$ cat src/hdl/two_link_centroid_kinematics_macros.svh
// Assertion macros for the two-link centroid kinematics block.
// Used by the pipeline files; no other dependencies.
`ifndef TWO_LINK_CENTROID_KINEMATICS_MACROS_SVH
`define TWO_LINK_CENTROID_KINEMATICS_MACROS_SVH
`ifndef NO_ASSERTIONS
`define TLCK_ASSERT(label, clk, rst, prop) \
  label: assert property (@(posedge clk) disable iff (rst) prop) else $error("%m failed");
`define TLCK_ASSERT_RST(label, clk, prop) \
  label: assert property (@(posedge clk) prop) else $error("%m failed");
`else
`define TLCK_ASSERT(label, clk, rst, prop)
`define TLCK_ASSERT_RST(label, clk, prop)
`endif
`endif

$ cat src/hdl/tlck_pkg.sv
// Shared types and constants for the two-link centroid kinematics block.
// No dependencies.
`default_nettype none
package tlck_pkg;
  localparam int TableLen = 24;
  localparam logic signed [33:0] GainQ30 = 34'sd652032874;

  // configuration register indexes
  localparam logic CfgUpper = 1'b0;
  localparam logic CfgLower = 1'b1;

  typedef struct packed {
    logic [15:0] angle_one;
    logic [15:0] angle_two;
    logic signed [15:0] rate_one;
    logic signed [15:0] rate_two;
  } in_item_t;

  typedef struct packed {
    logic signed [31:0] centre_x_one;
    logic signed [31:0] centre_y_one;
    logic signed [31:0] centre_x_two;
    logic signed [31:0] centre_y_two;
    logic signed [31:0] speed_x_one;
    logic signed [31:0] speed_y_one;
    logic signed [31:0] speed_x_two;
    logic signed [31:0] speed_y_two;
  } out_item_t;

  // one rotator's state as it moves down the chain
  typedef struct packed {
    logic signed [33:0] x;
    logic signed [33:0] y;
    logic signed [33:0] z;
  } rot_t;

  // per-item data carried beside the rotators
  typedef struct packed {
    logic flip_one;
    logic flip_two;
    logic signed [15:0] rate_one;
    logic signed [15:0] rate_two;
  } side_t;

  localparam logic [31:0] ArcTable [TableLen] = '{
    32'd536870912, 32'd316933406, 32'd167458907, 32'd85004756, 32'd42667331,
    32'd21354465, 32'd10679838, 32'd5340245, 32'd2670163, 32'd1335087,
    32'd667544, 32'd333772, 32'd166886, 32'd83443, 32'd41722, 32'd20861,
    32'd10430, 32'd5215, 32'd2608, 32'd1304, 32'd652, 32'd326, 32'd163, 32'd81
  };

  function automatic logic signed [31:0] round_sat(input logic signed [79:0] v,
                                                   input int s);
    logic signed [79:0] r;
    begin
      r = (v + (80'sd1 <<< (s - 1))) >>> s;
      if (r > 80'sd2147483647) round_sat = 32'sh7fffffff;
      else if (r < -80'sd2147483648) round_sat = 32'sh80000000;
      else round_sat = r[31:0];
    end
  endfunction
endpackage
`default_nettype wire

$ cat src/hdl/tlck_cell.sv
// One CORDIC cell: a single micro-rotation for both angles of an item.
// Depends on tlck_pkg.
`default_nettype none
module tlck_cell #(
  parameter int Step = 0
) (
  input  wire logic            clk,
  input  wire logic            rst,
  input  wire logic            en,
  input  wire logic            in_valid,
  input  wire tlck_pkg::rot_t  in_one,
  input  wire tlck_pkg::rot_t  in_two,
  input  wire tlck_pkg::side_t in_side,
  output logic                 out_valid,
  output tlck_pkg::rot_t       out_one,
  output tlck_pkg::rot_t       out_two,
  output tlck_pkg::side_t      out_side
);
  localparam logic signed [33:0] Arc = $signed({2'b00, tlck_pkg::ArcTable[Step]});

  function automatic tlck_pkg::rot_t rotate(input tlck_pkg::rot_t r);
    tlck_pkg::rot_t o;
    logic signed [33:0] dx;
    logic signed [33:0] dy;
    begin
      dx = r.y >>> Step;
      dy = r.x >>> Step;
      if (!r.z[33]) begin
        o.x = r.x - dx;
        o.y = r.y + dy;
        o.z = r.z - Arc;
      end else begin
        o.x = r.x + dx;
        o.y = r.y - dy;
        o.z = r.z + Arc;
      end
      rotate = o;
    end
  endfunction

  always_ff @(posedge clk) begin
    if (rst) begin
      out_valid <= 1'b0;
    end else if (en) begin
      out_valid <= in_valid;
    end
  end

  always_ff @(posedge clk) begin
    if (en) begin
      out_one  <= rotate(in_one);
      out_two  <= rotate(in_two);
      out_side <= in_side;
    end
  end
endmodule
`default_nettype wire

$ cat config.mk
export PLATFORM = sky130hd
export DESIGN_NAME = tlck_cell
export DESIGN_NICKNAME = d
export VERILOG_FILES = /design/src/hdl/two_link_centroid_kinematics_macros.svh /design/src/hdl/tlck_pkg.sv /design/src/hdl/tlck_cell.sv
export SDC_FILE = /design/constraint.sdc
export NUM_CORES = 1
export LEC_CHECK = 0
export BUFFER_PORTS_ARGS = -buffer_cell sky130_fd_sc_hd__buf_2
export CAP_MARGIN = 20
export CORE_AREA = 2 2 185 187
export CTS_BUF_LIST = sky130_fd_sc_hd__clkbuf_4
export CTS_CLUSTER_DIAMETER = 100
export DETAILED_ROUTE_END_ITERATION = 12
export DIE_AREA = 0 0 187 189
export MAX_ROUTING_LAYER = met4
export PLACE_DENSITY = 0.84
export REMOVE_ABC_BUFFERS = 1
export SYNTH_ARGS = -nofsm -noshare
export SYNTH_HDL_FRONTEND = slang
export SYNTH_SLANG_ARGS = --single-unit
$ cat constraint.sdc
create_clock -name clk -period 7.8 [get_ports clk]
set_input_delay 0 -clock clk [delete_from_list [all_inputs] [get_ports clk]]
set_output_delay 0 -clock clk [all_outputs]
set_load 0.02 [all_outputs]
==> qor.csv <==
stage,metric,value,unit
critical_path,Worst R2R Start,out_valid,
power_and_ir_drop,Max rail drop VDD,0.160,mV
synth,Seq cells post-synth,237,
min_path,WHS Endpoint,out_two[75],
synth,sequential fraction of the synthesis area,38.2,%
min_path,WHS Path Cells,5,
synth,Main synth FF type,edfxtp_1,
timing,Final period util,55.2,%
cts,TritonCTS Buffers,60,
cts,clk buf depth,3,
critical_path,crit path capture type,register,
min_path,Min-Delay Path Class,input pin to register,
placement,I/O Buffers,480,
timing,"Slew Viols, Final",0,
power_and_ir_drop,Leakage,11.4,nW
cts,CTS Sinks,237,
critical_path,Worst Setup Start Kind,input pin,
critical_path,worst path cell trace,dlygate4sd3_1 > buf_2 > inv_1 > ha_1 > nor2b_1 > o21ai_0 > a21boi_0 > o21ai_0 > a21oi_1 > a21oi_1 > o41ai_1 > a31oi_1 > dlygate4sd3_1 > nor2_1 > dlygate4sd3_1 > xor2_1,
global_route,number of global-route vias before repair,19700,
global_route,initial antenna violation count,9,
floorplanning,die width,187,µm
global_route,largest net degree at the start of global routing,108,
timing,setup TNS,0,ns
cts,Post-CTS Repair Setup Buffers,0,
placement,DP HPWL,48300,µm
detailed_routing,drt pass-1 iters,9,
critical_path,cell family with most CP delay,compound AO/OA/AOI/OAI gates,
critical_path,reg2reg end,out_valid,
floorplanning,FP Rows,67,
detailed_routing,drt wl/cell,22.1,µm
critical_path,R2R Setup Slk,6.64,ns
cells_and_area,Filler Cell Count,2225,
cts,Clock transition at path regs,0.07,ns
cts,root buf cell,clkbuf_4,
synth,Synth cell types,84,
status,run status,finished clean,
critical_path,data arrival time of the critical path,4.86,ns
synth,Yosys warnings,0,
synth,Synth top area share,38.1,%
floorplanning,Core Region,33300,µm²
synth,mapped cell area,18600,µm²
detailed_routing,DRT iter0 DRCs,2479,
critical_path,r2r worst-path depth,3,
floorplanning,I/O Pins,481,
flow_run,maxcap violations,0,
cells_and_area,nets,3272,
critical_path,Setup CP Type,input pin to register,
synth,post-synth top area cell,edfxtp_1,
synth,number of flops mapped to enable cells by yosys,236,
floorplanning,Die Ht,189,µm
cells_and_area,ratio of cells with drive above 1 in the final layout,21.2,%
synth,async set or reset register ratio after synthesis,0,%
critical_path,CP bufs+invs,5,
synth,most frequent cell after synthesis,a21oi_1,
cts,CTS tree,yes,
timing,Final Hold Viols,0,
timing,measured slew at the worst slew-check pin,1.03,ns
cts,clk_lat worst skew,0.81,ns
timing,RSZ-0062 raised after global routing,no,
global_route,Global Route Usage Sum,41.6,%
cells_and_area,FF/Latch Area,7110,µm²
timing,Worst slew margin,31.4,%
critical_path,CP dominant cell by count,dlygate4sd3_1,
cells_and_area,Multi-input gate area,10300,µm²
synth,synth cell count leaders,"a21oi_1 (253), edfxtp_1 (236), inv_1 (206), ha_1 (204), o21ai_0 (148)",
global_route,aggregate global routing overflow,0,
synth,average cell area after synthesis,9.30,µm²
min_path,Hold Startpoint,in_two[74],
timing,maximum clock frequency,232,MHz
critical_path,Crit path largest cell delay,0.72,ns
critical_path,Worst path depth,16,
placement,GPL Wtd Cong,0.999,
synth,Area contributors post-synth,"edfxtp_1 (38%), ha_1 (14%), a21oi_1 (6.8%), xnor2_1 (5.6%), inv_1 (4.2%)",
power_and_ir_drop,PD cells,179,nW/µm²
floorplanning,die footprint,35300,µm²
detailed_routing,ANT nets after route,0,
global_route,first-pass GRT wire length,111000,µm
cells_and_area,Area growth syn-to-layout,37.5,%
timing,Final setup viols,0,
cts,H-Tree Depth,2,
synth,Mapped Cells,2001,
detailed_routing,detailed-route via count,20000,
floorplanning,Initial Util,55.9,%
timing,worst-case clock skew,0,ns
timing,minimum clock period,4.30,ns
detailed_routing,WL final,73400,µm
critical_path,CP max-delay cell,o41ai_1,
critical_path,worst-path maximum fanout,5,
detailed_routing,DRC,0,
detailed_routing,vias per inst,6.02,
timing,Fin Hold WS,0.0250,ns
critical_path,Crit path required time,8.36,ns
[metal layers]
layer  GRT usage [%]  vias up  wire (µm)  share of wire, %
met4            22.7        0       4670               6.4
met3            9.08      345       7410                10
met1            48.4     9407      26900                37
met5               -        -          0                 0
met2            67.4     1408      34400                47
li1                -     8848          -                 -
[worst min-delay path: cells and delay by family]
family | cells | cell delay [ns]
xor gates and xnor gates | 1 | 0.15
buffers and inverters | 1 | 0.10
adders and majority gates | 1 | 0.24
AOI/OAI and AO/OA | 2 | 0.24
[registers in the layout, summed over array words and instances (netlist names)]
| name | cells |
|---|---|
| out_valid | 1 |
| out_two | 101 |
| out_one | 101 |
| out_side | 34 |
[through the flow]
stage / area (µm²) / std cells / setup slack, ns / util [%] / total power, mW
5_1_grt: 25600 / 3323 / 3.40 / 76.9 / 4.76
3_3_place_gp: 21300 / 2850 / 4.37 / 63.9 / 3.16
3_5_place_dp: 21300 / 2850 / 4.35 / 63.9 / 3.18
4_1_cts: 25600 / 3313 / 3.90 / 76.8 / 4.46
6_report: 25600 / 3325 / 3.50 / 76.9 / 4.59
2_1_floorplan: 18200 / 1916 / 5.16 / - / 2.63
[repair_timing]
action	4_1_cts	5_1_grt
resized for setup	0	0
hold endpoints to repair	309	0
hold buffers	354	0
[cells in the final DEF, fill, tap and decap left out, drive strengths merged, types with 13 or more instances in the layout]
cell type / n
buf: 486
nand2: 105
mux2i: 36
dlygate4sd3: 354
o21ai: 150
nor3: 38
xor2: 13
clkinv: 37
o211ai: 20
ha: 204
nand3: 27
or3: 16
a211oi: 19
nand2b: 13
nor2b: 17
edfxtp: 236
a21oi: 254
nand4: 14
clkbuf: 75
a31oi: 22
nor2: 142
a21o: 39
o31ai: 13
o21bai: 60
xnor2: 119
inv: 210
[final cells by class]
class,instances,area share [%]
inverters,217,3.18
clock inverters,34,0.792
clock buffers,75,2.20
flip-flops and latches,237,27.8
diodes,12,0.117
repair buffers,840,23.4
multi-input cells,1462,40.3
well taps,448,2.19
[kinds of logic (layout without fill, tap and decap cells)]
kind of cell | after synthesis | count (layout) | share of synthesized area [%]
other | 0 | 12 | 0
flip-flops | 237 | 237 | 38.2
AO/OA/AOI/OAI | 667 | 667 | 22.2
buffers and inverters | 302 | 1166 | 6.39
multiplexers | 36 | 36 | 1.94
adder cells (fa/ha/maj) | 212 | 212 | 14.6
XOR/XNOR | 132 | 132 | 6.21
AND/OR/NAND/NOR | 415 | 415 | 10.5
[worst max path at each step]
stage          startpoint            to  slack [ns]
2_1_floorplan  in_one[38]   out_one[94]        5.16
3_3_place_gp   in_one[35]   out_one[93]        4.37
3_5_place_dp   in_one[35]   out_one[93]        4.35
4_1_cts        in_one[35]  out_one[101]        3.90
5_1_grt        in_one[35]  out_one[101]        3.40
6_report       in_one[35]  out_one[101]        3.50
[power by group]
| group | internal [mW] | total (mW) | leakage, nW | switching [mW] |
|---|---|---|---|---|
| logic | 0.678 | 1.75 | 8.68 | 1.08 |
| clock network | 0.527 | 1.15 | 0.445 | 0.619 |
| registers | 1.63 | 1.69 | 2.32 | 0.0666 |
Note: power is estimated with default switching activity, not from simulation.
